===== src/sv/rfkey_pkg.sv =====
package rfkey_pkg;

    localparam int TIMER_WIDTH_DEF = 16;
    localparam int CFG_WIDTH       = 16;
    localparam int CODE_WIDTH      = 8;
    localparam int KEY_WIDTH       = 3;
    localparam int KIND_WIDTH      = 2;
    localparam int REG_IDX_WIDTH   = 3;

    // register indexes
    localparam logic [REG_IDX_WIDTH-1:0] REG_SUSTAIN    = 3'd0;
    localparam logic [REG_IDX_WIDTH-1:0] REG_HOLD_START = 3'd1;
    localparam logic [REG_IDX_WIDTH-1:0] REG_PERIOD     = 3'd2;
    localparam logic [REG_IDX_WIDTH-1:0] REG_DEBOUNCE   = 3'd3;
    localparam logic [REG_IDX_WIDTH-1:0] REG_CODE_UP    = 3'd4;
    localparam logic [REG_IDX_WIDTH-1:0] REG_CODE_DOWN  = 3'd5;
    localparam logic [REG_IDX_WIDTH-1:0] REG_CODE_POWER = 3'd6;
    localparam logic [REG_IDX_WIDTH-1:0] REG_CODE_MODE  = 3'd7;

    // reset values
    localparam logic [CFG_WIDTH-1:0]  RST_SUSTAIN    = 16'd20;
    localparam logic [CFG_WIDTH-1:0]  RST_HOLD_START = 16'd100;
    localparam logic [CFG_WIDTH-1:0]  RST_PERIOD     = 16'd30;
    localparam logic [CODE_WIDTH-1:0] RST_DEBOUNCE   = 8'd1;
    localparam logic [CODE_WIDTH-1:0] RST_CODE_UP    = 8'h2E;
    localparam logic [CODE_WIDTH-1:0] RST_CODE_DOWN  = 8'h4C;
    localparam logic [CODE_WIDTH-1:0] RST_CODE_POWER = 8'h5B;
    localparam logic [CODE_WIDTH-1:0] RST_CODE_MODE  = 8'h3D;

    // key ids
    localparam logic [KEY_WIDTH-1:0] KEY_NONE  = 3'd0;
    localparam logic [KEY_WIDTH-1:0] KEY_UP    = 3'd1;
    localparam logic [KEY_WIDTH-1:0] KEY_DOWN  = 3'd2;
    localparam logic [KEY_WIDTH-1:0] KEY_POWER = 3'd3;
    localparam logic [KEY_WIDTH-1:0] KEY_MODE  = 3'd4;

    // event kinds
    localparam logic [KIND_WIDTH-1:0] EV_PRESS   = 2'd0;
    localparam logic [KIND_WIDTH-1:0] EV_RELEASE = 2'd1;
    localparam logic [KIND_WIDTH-1:0] EV_HOLD    = 2'd2;

    typedef struct packed {
        logic [CFG_WIDTH-1:0]            sustain;
        logic [CFG_WIDTH-1:0]            hold_start;
        logic [CFG_WIDTH-1:0]            period;
        logic [CODE_WIDTH-1:0]           debounce;
        logic [3:0][CODE_WIDTH-1:0]      code;
    } rfkey_cfg_t;

    typedef struct packed {
        logic [KEY_WIDTH-1:0]  key_id;
        logic [KIND_WIDTH-1:0] event_kind;
        logic                  last;
    } rfkey_event_t;

    typedef struct packed {
        logic [1:0]   count;
        rfkey_event_t ev0;
        rfkey_event_t ev1;
    } rfkey_res_t;

endpackage


===== src/sv/rfkey_cfg.sv =====
module rfkey_cfg (
    input  logic                                 aclk,
    input  logic                                 aresetn,
    input  logic                                 cfg_wr_en,
    input  logic [rfkey_pkg::REG_IDX_WIDTH-1:0]  cfg_index,
    input  logic [rfkey_pkg::CFG_WIDTH-1:0]      cfg_wdata,
    output rfkey_pkg::rfkey_cfg_t                cfg
);

    rfkey_pkg::rfkey_cfg_t cfg_reg;

    always_ff @(posedge aclk) begin
        if (!aresetn) begin
            cfg_reg.sustain    <= rfkey_pkg::RST_SUSTAIN;
            cfg_reg.hold_start <= rfkey_pkg::RST_HOLD_START;
            cfg_reg.period     <= rfkey_pkg::RST_PERIOD;
            cfg_reg.debounce   <= rfkey_pkg::RST_DEBOUNCE;
            cfg_reg.code[0]    <= rfkey_pkg::RST_CODE_UP;
            cfg_reg.code[1]    <= rfkey_pkg::RST_CODE_DOWN;
            cfg_reg.code[2]    <= rfkey_pkg::RST_CODE_POWER;
            cfg_reg.code[3]    <= rfkey_pkg::RST_CODE_MODE;
        end else if (cfg_wr_en) begin
            case (cfg_index)
                rfkey_pkg::REG_SUSTAIN:    cfg_reg.sustain    <= cfg_wdata;
                rfkey_pkg::REG_HOLD_START: cfg_reg.hold_start <= cfg_wdata;
                rfkey_pkg::REG_PERIOD:     cfg_reg.period     <= cfg_wdata;
                rfkey_pkg::REG_DEBOUNCE:   cfg_reg.debounce   <= cfg_wdata[7:0];
                rfkey_pkg::REG_CODE_UP:    cfg_reg.code[0]    <= cfg_wdata[7:0];
                rfkey_pkg::REG_CODE_DOWN:  cfg_reg.code[1]    <= cfg_wdata[7:0];
                rfkey_pkg::REG_CODE_POWER: cfg_reg.code[2]    <= cfg_wdata[7:0];
                rfkey_pkg::REG_CODE_MODE:  cfg_reg.code[3]    <= cfg_wdata[7:0];
                default: ;
            endcase
        end
    end

    assign cfg = cfg_reg;

endmodule


===== src/sv/rfkey_engine.sv =====
module rfkey_engine #(
    parameter int TIMER_WIDTH = rfkey_pkg::TIMER_WIDTH_DEF
) (
    input  logic                                aclk,
    input  logic                                aresetn,
    input  logic                                s_tvalid,
    output logic                                s_tready,
    input  logic                                msg_valid,
    input  logic [rfkey_pkg::CODE_WIDTH-1:0]    key_code,
    input  rfkey_pkg::rfkey_cfg_t               cfg,
    input  logic                                buf_free,
    output logic                                res_valid,
    output rfkey_pkg::rfkey_res_t               res
);

    localparam int CW = (TIMER_WIDTH > rfkey_pkg::CFG_WIDTH) ? TIMER_WIDTH
                                                              : rfkey_pkg::CFG_WIDTH;
    localparam logic [TIMER_WIDTH-1:0] TMAX = {TIMER_WIDTH{1'b1}};

    typedef logic [TIMER_WIDTH-1:0] tmr_t;
    typedef logic [rfkey_pkg::KEY_WIDTH-1:0] key_t;

    // input register
    logic                               in_valid_reg;
    logic                               msg_valid_reg;
    logic [rfkey_pkg::CODE_WIDTH-1:0]   key_code_reg;

    // block state
    key_t                               active_key_reg, active_key_next;
    tmr_t                               sustain_left_reg, sustain_left_next;
    tmr_t                               held_ticks_reg, held_ticks_next;
    tmr_t                               repeat_timer_reg, repeat_timer_next;
    key_t                               candidate_key_reg, candidate_key_next;
    logic [rfkey_pkg::CODE_WIDTH-1:0]   match_count_reg, match_count_next;

    logic       commit;
    key_t       key;
    tmr_t       sustain_load;
    logic [CW-1:0] sustain_ext;
    tmr_t       ht, rt;
    logic       hold;
    logic [1:0] n;
    rfkey_pkg::rfkey_event_t ev0, ev1;

    assign sustain_ext  = CW'(cfg.sustain);
    assign sustain_load = (sustain_ext > CW'(TMAX)) ? TMAX : TIMER_WIDTH'(sustain_ext);

    // first configured code wins
    always_comb begin
        if (key_code_reg == cfg.code[0])      key = rfkey_pkg::KEY_UP;
        else if (key_code_reg == cfg.code[1]) key = rfkey_pkg::KEY_DOWN;
        else if (key_code_reg == cfg.code[2]) key = rfkey_pkg::KEY_POWER;
        else if (key_code_reg == cfg.code[3]) key = rfkey_pkg::KEY_MODE;
        else                                  key = rfkey_pkg::KEY_NONE;
    end

    always_comb begin
        active_key_next    = active_key_reg;
        sustain_left_next  = sustain_left_reg;
        held_ticks_next    = held_ticks_reg;
        repeat_timer_next  = repeat_timer_reg;
        candidate_key_next = candidate_key_reg;
        match_count_next   = match_count_reg;
        n   = 2'd0;
        ev0 = '0;
        ev1 = '0;
        ht  = '0;
        rt  = '0;
        hold = 1'b0;

        // reception and debounce
        if (msg_valid_reg) begin
            if (key != rfkey_pkg::KEY_NONE) begin
                if (key == candidate_key_reg) begin
                    if (match_count_reg < cfg.debounce)
                        match_count_next = match_count_reg + 8'd1;
                end else begin
                    candidate_key_next = key;
                    match_count_next   = 8'd1;
                end
                if (match_count_next >= cfg.debounce) begin
                    if (active_key_reg == rfkey_pkg::KEY_NONE) begin
                        ev0 = '{key_id: key, event_kind: rfkey_pkg::EV_PRESS, last: 1'b0};
                        n   = 2'd1;
                        active_key_next   = key;
                        held_ticks_next   = '0;
                        repeat_timer_next = '0;
                    end else if (key != active_key_reg) begin
                        ev0 = '{key_id: active_key_reg, event_kind: rfkey_pkg::EV_RELEASE,
                                last: 1'b0};
                        ev1 = '{key_id: key, event_kind: rfkey_pkg::EV_PRESS, last: 1'b0};
                        n   = 2'd2;
                        active_key_next   = key;
                        held_ticks_next   = '0;
                        repeat_timer_next = '0;
                    end
                end
                sustain_left_next = sustain_load;
            end else begin
                candidate_key_next = rfkey_pkg::KEY_NONE;
                match_count_next   = '0;
            end
        end

        // countdown step
        if (active_key_next != rfkey_pkg::KEY_NONE) begin
            if (sustain_left_next != '0) begin
                ht = (held_ticks_next == TMAX) ? TMAX : held_ticks_next + 1'b1;
                rt = repeat_timer_next;
                if (CW'(ht) >= CW'(cfg.hold_start)) begin
                    rt = (rt == TMAX) ? TMAX : rt + 1'b1;
                    if (CW'(rt) >= CW'(cfg.period)) begin
                        rt   = '0;
                        hold = 1'b1;
                    end
                end
                // a third event would not fit: the step waits for the next tick
                if (!(hold && n == 2'd2)) begin
                    sustain_left_next = sustain_left_next - 1'b1;
                    held_ticks_next   = ht;
                    repeat_timer_next = rt;
                    if (hold) begin
                        if (n == 2'd0)
                            ev0 = '{key_id: active_key_next, event_kind: rfkey_pkg::EV_HOLD,
                                    last: 1'b0};
                        else
                            ev1 = '{key_id: active_key_next, event_kind: rfkey_pkg::EV_HOLD,
                                    last: 1'b0};
                        n = n + 2'd1;
                    end
                end
            end else if (n != 2'd2) begin
                candidate_key_next = rfkey_pkg::KEY_NONE;
                match_count_next   = '0;
                if (n == 2'd0)
                    ev0 = '{key_id: active_key_next, event_kind: rfkey_pkg::EV_RELEASE,
                            last: 1'b0};
                else
                    ev1 = '{key_id: active_key_next, event_kind: rfkey_pkg::EV_RELEASE,
                            last: 1'b0};
                n = n + 2'd1;
                active_key_next = rfkey_pkg::KEY_NONE;
                held_ticks_next = '0;
            end
        end

        if (n == 2'd1) ev0.last = 1'b1;
        if (n == 2'd2) ev1.last = 1'b1;
    end

    // an item with no events never waits for the output side
    assign commit    = in_valid_reg && ((n == 2'd0) || buf_free);
    assign s_tready  = !in_valid_reg || commit;
    assign res_valid = commit && (n != 2'd0);
    assign res       = '{count: n, ev0: ev0, ev1: ev1};

    always_ff @(posedge aclk) begin
        if (!aresetn) begin
            in_valid_reg <= 1'b0;
        end else if (s_tready) begin
            in_valid_reg <= s_tvalid;
        end
    end

    always_ff @(posedge aclk) begin
        if (s_tvalid && s_tready) begin
            msg_valid_reg <= msg_valid;
            key_code_reg  <= key_code;
        end
    end

    always_ff @(posedge aclk) begin
        if (!aresetn) begin
            active_key_reg    <= rfkey_pkg::KEY_NONE;
            sustain_left_reg  <= '0;
            held_ticks_reg    <= '0;
            repeat_timer_reg  <= '0;
            candidate_key_reg <= rfkey_pkg::KEY_NONE;
            match_count_reg   <= '0;
        end else if (commit) begin
            active_key_reg    <= active_key_next;
            sustain_left_reg  <= sustain_left_next;
            held_ticks_reg    <= held_ticks_next;
            repeat_timer_reg  <= repeat_timer_next;
            candidate_key_reg <= candidate_key_next;
            match_count_reg   <= match_count_next;
        end
    end

endmodule


===== src/sv/rfkey_out.sv =====
module rfkey_out (
    input  logic                                aclk,
    input  logic                                aresetn,
    input  logic                                res_valid,
    input  rfkey_pkg::rfkey_res_t               res,
    output logic                                buf_free,
    output logic                                m_tvalid,
    input  logic                                m_tready,
    output rfkey_pkg::rfkey_event_t             m_ev
);

    logic [1:0]              cnt_reg, cnt_next;
    rfkey_pkg::rfkey_event_t slot0_reg, slot1_reg;
    logic                    pop;

    assign m_tvalid = (cnt_reg != 2'd0);
    assign m_ev     = slot0_reg;
    assign pop      = m_tvalid && m_tready;
    assign buf_free = (cnt_reg == 2'd0) || ((cnt_reg == 2'd1) && m_tready);

    always_comb begin
        if (res_valid)
            cnt_next = res.count;
        else if (pop)
            cnt_next = cnt_reg - 2'd1;
        else
            cnt_next = cnt_reg;
    end

    always_ff @(posedge aclk) begin
        if (!aresetn) begin
            cnt_reg <= 2'd0;
        end else begin
            cnt_reg <= cnt_next;
        end
    end

    always_ff @(posedge aclk) begin
        if (res_valid) begin
            slot0_reg <= res.ev0;
            slot1_reg <= res.ev1;
        end else if (pop) begin
            // second event of the tick moves up
            slot0_reg <= slot1_reg;
        end
    end

endmodule


===== src/sv/rf_key_press_hold_repeat_core.sv =====
// data path: an item is registered at acceptance, its events are computed from the
//   input register and loaded into the output buffer once it is free, and the
//   first one shows on m_tvalid from the output buffer
// throughput: one item per cycle while ticks give at most one event and m_tready
//   is high; a tick with two events fills the two-entry output buffer, which must drain first
// reset: synchronous, active low; clears key state and loads default registers
module rf_key_press_hold_repeat_core #(
    parameter int TIMER_WIDTH = rfkey_pkg::TIMER_WIDTH_DEF
) (
    input  logic                                aclk,
    input  logic                                aresetn,
    input  logic                                s_tvalid,
    output logic                                s_tready,
    input  logic [7:0]                          s_tdata,   // key_code
    input  logic [0:0]                          s_tuser,   // msg_valid
    output logic                                m_tvalid,
    input  logic                                m_tready,
    output logic [7:0]                          m_tdata,   // key_id, zero fill
    output logic [1:0]                          m_tuser,   // event_kind
    output logic                                m_tlast,
    input  logic                                cfg_wr_en,
    input  logic [rfkey_pkg::REG_IDX_WIDTH-1:0] cfg_index,
    input  logic [rfkey_pkg::CFG_WIDTH-1:0]     cfg_wdata
);

    rfkey_pkg::rfkey_cfg_t   cfg;
    rfkey_pkg::rfkey_res_t   res;
    rfkey_pkg::rfkey_event_t m_ev;
    logic                    res_valid;
    logic                    buf_free;

    rfkey_cfg u_cfg (
        .aclk      (aclk),
        .aresetn   (aresetn),
        .cfg_wr_en (cfg_wr_en),
        .cfg_index (cfg_index),
        .cfg_wdata (cfg_wdata),
        .cfg       (cfg)
    );

    rfkey_engine #(
        .TIMER_WIDTH (TIMER_WIDTH)
    ) u_engine (
        .aclk      (aclk),
        .aresetn   (aresetn),
        .s_tvalid  (s_tvalid),
        .s_tready  (s_tready),
        .msg_valid (s_tuser[0]),
        .key_code  (s_tdata),
        .cfg       (cfg),
        .buf_free  (buf_free),
        .res_valid (res_valid),
        .res       (res)
    );

    rfkey_out u_out (
        .aclk      (aclk),
        .aresetn   (aresetn),
        .res_valid (res_valid),
        .res       (res),
        .buf_free  (buf_free),
        .m_tvalid  (m_tvalid),
        .m_tready  (m_tready),
        .m_ev      (m_ev)
    );

    assign m_tdata = {5'd0, m_ev.key_id};
    assign m_tuser = m_ev.event_kind;
    assign m_tlast = m_ev.last;

endmodule


===== config.mk =====
export PLATFORM = sky130hd
export DESIGN_NAME = rf_key_press_hold_repeat_core
export DESIGN_NICKNAME = d
export VERILOG_FILES = /design/src/sv/rfkey_pkg.sv /design/src/sv/rfkey_cfg.sv /design/src/sv/rfkey_engine.sv /design/src/sv/rfkey_out.sv /design/src/sv/rf_key_press_hold_repeat_core.sv
export SDC_FILE = /design/constraint.sdc
export NUM_CORES = 1
export LEC_CHECK = 0
export ABC_AREA = 1
export BUFFER_PORTS_ARGS = -buffer_cell sky130_fd_sc_hd__buf_2
export CORE_MARGIN = 2
export CORE_UTILIZATION = 50
export CTS_CLUSTER_DIAMETER = 200
export DETAILED_ROUTE_END_ITERATION = 6
export PLACE_DENSITY_LB_ADDON = 0.1
export REMOVE_ABC_BUFFERS = 1
export SYNTH_ARGS = -nofsm -noshare
export SYNTH_HDL_FRONTEND = slang
export SYNTH_SLANG_ARGS = --single-unit

===== constraint.sdc =====
create_clock -name aclk -period 10.76 [get_ports aclk]
set_input_delay 2.152 -clock aclk [delete_from_list [all_inputs] [get_ports aclk]]
set_output_delay 2.152 -clock aclk [all_outputs]
set_load 0.05 [all_outputs]

==> results of run 1 <==
-- power by group --
part           switching [mW]  internal [mW]  leakage, nW
Sequential             0.0267          0.698         1.43
Combinational           0.319          0.141         4.20
Clock                   0.286          0.346        0.288
-- cells in the final DEF, fill, tap and decap left out, drive strengths merged, types with 3 or more instances in the layout --
cell | Yosys | final
a21o | 3 | 3
a21oi | 106 | 106
buf | 35 | 54
clkbuf | 33 | 17
clkinv | 2 | 8
clkinvlp | 0 | 3
conb | 1 | 5
dfxtp | 153 | 153
edfxtp | 21 | 21
ha | 57 | 57
inv | 244 | 249
nand2 | 450 | 450
nand3 | 105 | 105
nand3b | 3 | 3
nand4 | 18 | 18
nor2 | 255 | 255
nor3 | 23 | 23
nor3b | 5 | 5
o211ai | 23 | 23
o21a | 5 | 5
o21ai | 175 | 175
o22ai | 5 | 5
or2 | 5 | 5
xnor2 | 10 | 10
xor2 | 18 | 18
-- area by class of cell --
class	count	share of cell area
multi-input combinational	1281	0.522
timing repair inverter	1	0.000406
timing repair buffer	54	0.0256
tap	285	0.0289
clock inverter	15	0.0129
clock buffer	17	0.0345
sequential	174	0.300
inverter	246	0.0753
-- stage by stage --
stage / std cells / util
finish: 2073 / 0.547
global route: 2073 / 0.547
CTS: 2064 / 0.542
detailed placement: 2032 / 0.516
global placement: 2032 / 0.516
floorplan: 1701 / -
-- cell usage after synthesis, drive strengths merged --
library cell	count
a211oi	1
a21boi	2
a21o	3
a21oi	106
a22oi	1
a31oi	2
and2	1
buf	35
clkbuf	33
clkinv	2
conb	1
dfxtp	153
edfxtp	21
ha	57
inv	244
nand2	450
nand3	105
nand3b	3
nand4	18
nor2	255
nor3	23
nor3b	5
nor4	1
o211ai	23
o21a	5
o21ai	175
o21bai	1
o22ai	5
or2	5
or3	1
xnor2	10
xor2	18
-- critical path, delay by kind of cell (launching register included) --
| family | cells | cell delay (ns) |
|---|---|---|
| compound gates | 3 | 0.48 |
| xor+xnor | 2 | 0.37 |
| buf+inv | 9 | 1.56 |
| fa+ha+maj | 3 | 0.88 |
| simple gates | 28 | 3.66 |
| flops | 1 | 0.48 |
-- routing by layer --
| metal | global-route usage | vias to the layer above |
|---|---|---|
| li1 | - | 5662 |
| met1 | 0.356 | 4901 |
| met2 | 0.422 | 287 |
| met3 | 0.0286 | 27 |
| met4 | 0.0604 | 0 |
| met5 | 0 | - |
-- worst paths after layout --
path,from,endpoint,slack (ns)
min,u_cfg.cfg[60],u_cfg.cfg[60],0.46
max reg2reg,u_engine.key_code_reg[0],u_engine.repeat_timer_reg[15],1.97
max,u_engine.key_code_reg[0],s_tready,0.72
min reg2reg,u_cfg.cfg[60],u_cfg.cfg[60],0.46
-- logic make-up after synthesis --
family	share of synthesized area
other	0.000330
DFF	0.325
adders and majority gates	0.0627
xor gates and xnor gates	0.0216
AOI/OAI and AO/OA	0.153
and+or+nand+nor	0.323
buffers and inverters	0.114
-- timing repair --
action | 4_1_cts | 5_1_grt
setup buffers | 0 | 8
gates resized for setup | 0 | 12
setup endpoints to repair | 0 | 1
==> run_results.csv, run 1 <==
group,metric,value,unit
clocking,worstSkewPairLatency,0.44,ns
clocking,cts_tree,"yes",
clocking,root_buffer,"clkbuf_16",
setup_path,worst_setup_path_end_kind,"primary output",
run_status,failed_checks,"design-rule violations",
detailed_routing,viasPerCell,5.25,
place,dp_hpwl,21300,um
setup_path,path_max_fanout,22,
setup_path,crit_path_frequent_cell,"nand2_1",
timing,clock_skew,0.0118,ns
detailed_routing,drtAntennaViolNets,0,
logic_synthesis,yosys_warnings,0,
min_path,hp-class,"flip-flop to flip-flop",
die,die_h,155,um
detailed_routing,wl_met2,13900,um
logic_synthesis,seq_area_frac_synth,0.325,
die,die-width,155,um
detailed_routing,firstDrtPassIters,7,
power_and_ir_drop,power_density,147,nW/um^2
place,placed_area,11600,um^2
logic_synthesis,yosysUniqueCellTypes,49,
clocking,clkSinkCount,174,
power_and_ir_drop,power,1.82,mW
detailed_routing,dr_wl_met3,1500,um
place,place.gp.congestion,0.896,
logic_synthesis,netlist_instances,1765,
logic_synthesis,synth_area_leaders,"dfxtp_1, nand2_1, nor2_1",
detailed_routing,vias,10900,
power_and_ir_drop,power.leakage,5.92,nW
place,dp_slack,0.607,ns
timing,fin_crit_sh,0.934,
clocking,htreeDepth,4,
global_route,antenna_found_initial,0,
timing,worst_hold_slack,0.464,ns
clocking,cts_buffers,17,
layout,multi_input_area,6440,um^2
global_route,grt_overflow,0,
logic_synthesis,synth_top_area_frac,0.269,
timing,finalMaxSlewViolations,0,
setup_path,worst-r2r-cell-count,48,
layout,nFillCells,2234,
detailed_routing,avgRoutedWirePerCell,14.6,um
layout,n_antenna_cell,0,
place,port_buffers,40,
timing,slew_headroom,0.257,
setup_path,cp_slowest_cell,"edfxtp_1",
job,cap_violations,0,
timing,setup_violations,0,
layout,drive_above_1_share,0.0828,
timing,period_needed,10.04,ns
min_path,hold-path-cell-count,2,
logic_synthesis,yosys.area.top_type,"dfxtp_1",
run_status,outcome,"finished with violations",
global_route,grt_max_degree,98,
timing,worst_pin_slew,1.11,ns
layout,largest_reg_flops,88,
clocking,clockBufferDepth,2,
clocking,holdBufCountCts,0,
global_route,grt_pass1_wl,49000,um
setup_path,critPathKind,"flip-flop to primary output",
detailed_routing,dr.first_iter.drc_count,781,
die,core_area,22500,um^2
setup_path,cpPeakStageDelay,0.48,ns
die,dieArea,24000,um^2
logic_synthesis,synth-seq-cells,174,
setup_path,critPathRequiredTime,8.61,ns
timing,setup_tns,0,ns
die,num_rows,55,
timing,rsz0062_at_grt,"no",
global_route,grt_usage,0.255,
layout,fin_area,12300,um^2
detailed_routing,top_layer,"met4",
detailed_routing,drt-total-wl,30400,um
clocking,path_clk_slew,0.07,ns
timing,finalWorstSetupSlack,0.715,ns
timing,hold_violations,0,
layout,area_growth,8.37,%
setup_path,startpoint_type,"flip-flop",
setup_path,arrival,7.89,ns
timing,fmax,0.0996,GHz
detailed_routing,met1_length,14600,um
layout,ff_latch_area,3690,um^2
logic_synthesis,syn_area_per_cell,6.44,um^2
global_route,grt_pass1_vias,9592,
die,io_pins,46,
layout,final_nets,1865,
detailed_routing,drc_errors,2,
logic_synthesis,syn_area,11400,um^2
power_and_ir_drop,max-vdd-ir-drop,0.0936,mV
die,start_util,0.505,
Note: power is estimated with default switching activity, not from simulation.
==> inputs of run 2 (changes only) <==
--- a/config.mk
+++ b/config.mk
@@ -5,7 +5,7 @@
 export SDC_FILE = /design/constraint.sdc
 export NUM_CORES = 1
 export LEC_CHECK = 0
-export ABC_AREA = 1
+export ABC_CLOCK_PERIOD_IN_PS = 10760
 export BUFFER_PORTS_ARGS = -buffer_cell sky130_fd_sc_hd__buf_2
 export CORE_MARGIN = 2
 export CORE_UTILIZATION = 50
==> run_results.csv, run 2 <==
group,metric,value,unit
run_status,outcome,"completed",
clocking,cts_buffers,17,
clocking,htreeDepth,4,
setup_path,r2r_slack,1.80,ns
power_and_ir_drop,power,1.42,mW
global_route,grt_overflow,0,
logic_synthesis,synth_edf_count,21,
timing,hold_violations,0,
timing,worst_pin_slew,1.07,ns
timing,setup_violations,0,
timing,setup_tns,0,ns
setup_path,worst-r2r-cell-count,35,
setup_path,crit_family,"simple AND/OR/NAND/NOR gates",
place,port_buffers,40,
logic_synthesis,yosysUniqueCellTypes,75,
clocking,clockBufferDepth,2,
timing,slew_headroom,0.285,
place,place.gp.congestion,0.893,
layout,final_nets,1417,
setup_path,worst_setup_path_end_kind,"primary output",
global_route,use_met2,0.400,
setup_path,r2r-end,"u_engine.held_ticks_reg[2]",
clocking,root_buffer,"clkbuf_16",
timing,finalMaxSlewViolations,0,
logic_synthesis,yosys.area.top_type,"dfxtp_1",
global_route,antenna_found_initial,0,
logic_synthesis,netlist_instances,1324,
die,die-width,148,um
setup_path,startpoint_type,"flip-flop",
logic_synthesis,synth_commonest_cells,"nand2_1, dfxtp_1, a21oi_1",
clocking,clkSinkCount,174,
clocking,worstSkewPairLatency,0.45,ns
clocking,path_clk_slew,0.07,ns
setup_path,cpPeakStageDelay,0.49,ns
power_and_ir_drop,max-vdd-ir-drop,0.114,mV
setup_path,cp_num_buf_inv,3,
die,num_rows,52,
die,die_h,148,um
min_path,hold-path-cell-count,2,
timing,worst_hold_slack,0.454,ns
layout,final_common_cell,"nand2_1",
place,dp_hpwl,19300,um
setup_path,arrival,8.08,ns
job,cap_violations,0,
min_path,hp-start,"u_cfg.cfg[35]",
die,io_pins,46,
logic_synthesis,seq_area_frac_synth,0.356,
timing,clock_skew,0.0198,ns
global_route,gr-usage-met1,0.369,
layout,area_growth,9.38,%
detailed_routing,dr.first_iter.drc_count,543,
detailed_routing,vias,9365,
setup_path,path_max_fanout,10,
timing,fin_crit_sh,0.951,
setup_path,crit_path_frequent_cell,"nor2_1",
logic_synthesis,synth-seq-cells,174,
setup_path,r2r-start,"u_engine.key_code_reg[7]",
global_route,grt_pass1_wl,44700,um
die,dieArea,21900,um^2
timing,period_needed,10.23,ns
power_and_ir_drop,power.leakage,4.38,nW
timing,fmax,0.0977,GHz
clocking,holdBufCountCts,0,
detailed_routing,drc_errors,0,
setup_path,critPathRequiredTime,8.61,ns
logic_synthesis,syn_area,10400,um^2
logic_synthesis,synth_area_leaders,"dfxtp_1, nand2_1, ha_1",
logic_synthesis,async_reset_ff_frac,0,
global_route,grt_pass1_vias,8549,
global_route,grtUsageMet3,0.0401,
layout,layout_common_cells,"nand2_1, dfxtp_1, a21oi_1",
layout,largest_reg_flops,88,
setup_path,cp_slowest_cell,"edfxtp_1",
global_route,grt_usage,0.255,
clocking,cts_tree,"yes",
detailed_routing,drt-total-wl,27700,um
global_route,global_route.peak_usage_layer,"met2",
min_path,whs_endpoint,"u_cfg.cfg[35]",
logic_synthesis,synth_top_area_frac,0.296,
logic_synthesis,syn_area_per_cell,7.83,um^2
detailed_routing,viasPerCell,5.82,
die,start_util,0.511,
setup_path,critPathKind,"flip-flop to primary output",
detailed_routing,firstDrtPassIters,5,
logic_synthesis,synth.most_common_cell,"nand2_1",
layout,drive_above_1_share,0.101,
detailed_routing,drtAntennaViolNets,0,
layout,n_antenna_cell,0,
power_and_ir_drop,power_density,125,nW/um^2
detailed_routing,avgRoutedWirePerCell,17.2,um
logic_synthesis,synth-main-ff-cell,"dfxtp_1",
die,core_area,20300,um^2
logic_synthesis,yosys_warnings,0,
min_path,hp-class,"flip-flop to flip-flop",
global_route,grt_max_degree,71,
[run 2: cell count changes after synthesis, moves of 15 or more]
cell / before / now
nor2_1: 241 / 91
nand4_1: 18 / 33
nand2_1: 438 / 245
a21oi_1: 106 / 121
a22o_1: 0 / 20
o21ai_0: 125 / 47
nand3_1: 100 / 65
inv_1: 231 / 68
xnor2_1: 10 / 42
o21ai_1: 47 / 7
[run 2: layer usage]
metal	vias to the layer above	wire length, um
met5	-	0
met4	0	291
met3	26	1440
met2	257	12400
met1	4418	13600
li1	4664	-
[run 2: report_power, final]
part	switching [mW]	leakage, nW	internal (mW)
clock network	0.301	0.272	0.307
registers	0.0122	1.44	0.670
logic	0.0892	2.67	0.0371
total	0.402	4.38	1.01
[run 2: cell families after synthesis]
| logic type | after synthesis | share of synthesized area |
|---|---|---|
| buf+inv | 149 | 0.0610 |
| other cells | 1 | 0.000362 |
| simple gates | 554 | 0.246 |
| compound gates | 298 | 0.186 |
| mux | 22 | 0.0225 |
| fa+ha+maj | 57 | 0.0688 |
| flops | 174 | 0.356 |
| xor+xnor | 69 | 0.0583 |
[run 2: tightest hold or removal path, delay by kind of cell (launching register included)]
kind / cells / cell delay, ns
compound gates: 1 / 0.05
flops: 1 / 0.31
simple gates: 1 / 0.05
[run 2: area by class of cell]
type	count	area [um^2]
Clock buffer	17	425
Clock inverter	15	145
Fill cell	1974	8960
Inverter	68	255
Multi-Input combinational cell	1005	6120
Sequential cell	174	3690
Tap cell	270	338
Timing Repair Buffer	61	360
[run 2: metrics by stage]
stage                     area (um^2)  utilization  cells  worst slack (ns)
after detailed placement        10700        0.526   1574             0.410
after global placement          10700        0.526   1574             0.549
after CTS                       11300        0.555   1606            0.0911
final                           11300        0.558   1610             0.525
after global routing            11300        0.558   1610           -0.0109
after floorplan                 10000            -   1247             0.682
[run 2: worst max-delay path by stage]
| stage | startpoint | end | slack, ns | cells after the start |
|---|---|---|---|---|
| 3_3_place_gp | u_engine.key_code_reg[6] | s_tready | 0.55 | 34 |
| 6_report | u_engine.key_code_reg[7] | s_tready | 0.53 | 34 |
| 2_1_floorplan | u_cfg.cfg[33] | s_tready | 0.68 | 33 |
| 3_5_place_dp | u_engine.key_code_reg[1] | s_tready | 0.41 | 33 |
| 5_1_grt | u_engine.key_code_reg[6] | s_tready | -0.01 | 35 |
| 4_1_cts | u_engine.key_code_reg[6] | s_tready | 0.09 | 33 |
[run 2: what timing repair did]
| action | 4_1_cts | 5_1_grt |
|---|---|---|
| endpoints found under the hold margin | 0 | 0 |
| gates cloned | 0 | 0 |
| setup endpoints to repair | 1 | 1 |
| pin swaps | 0 | 2 |
| buffers inserted | 0 | 4 |
| resized for setup | 3 | 12 |
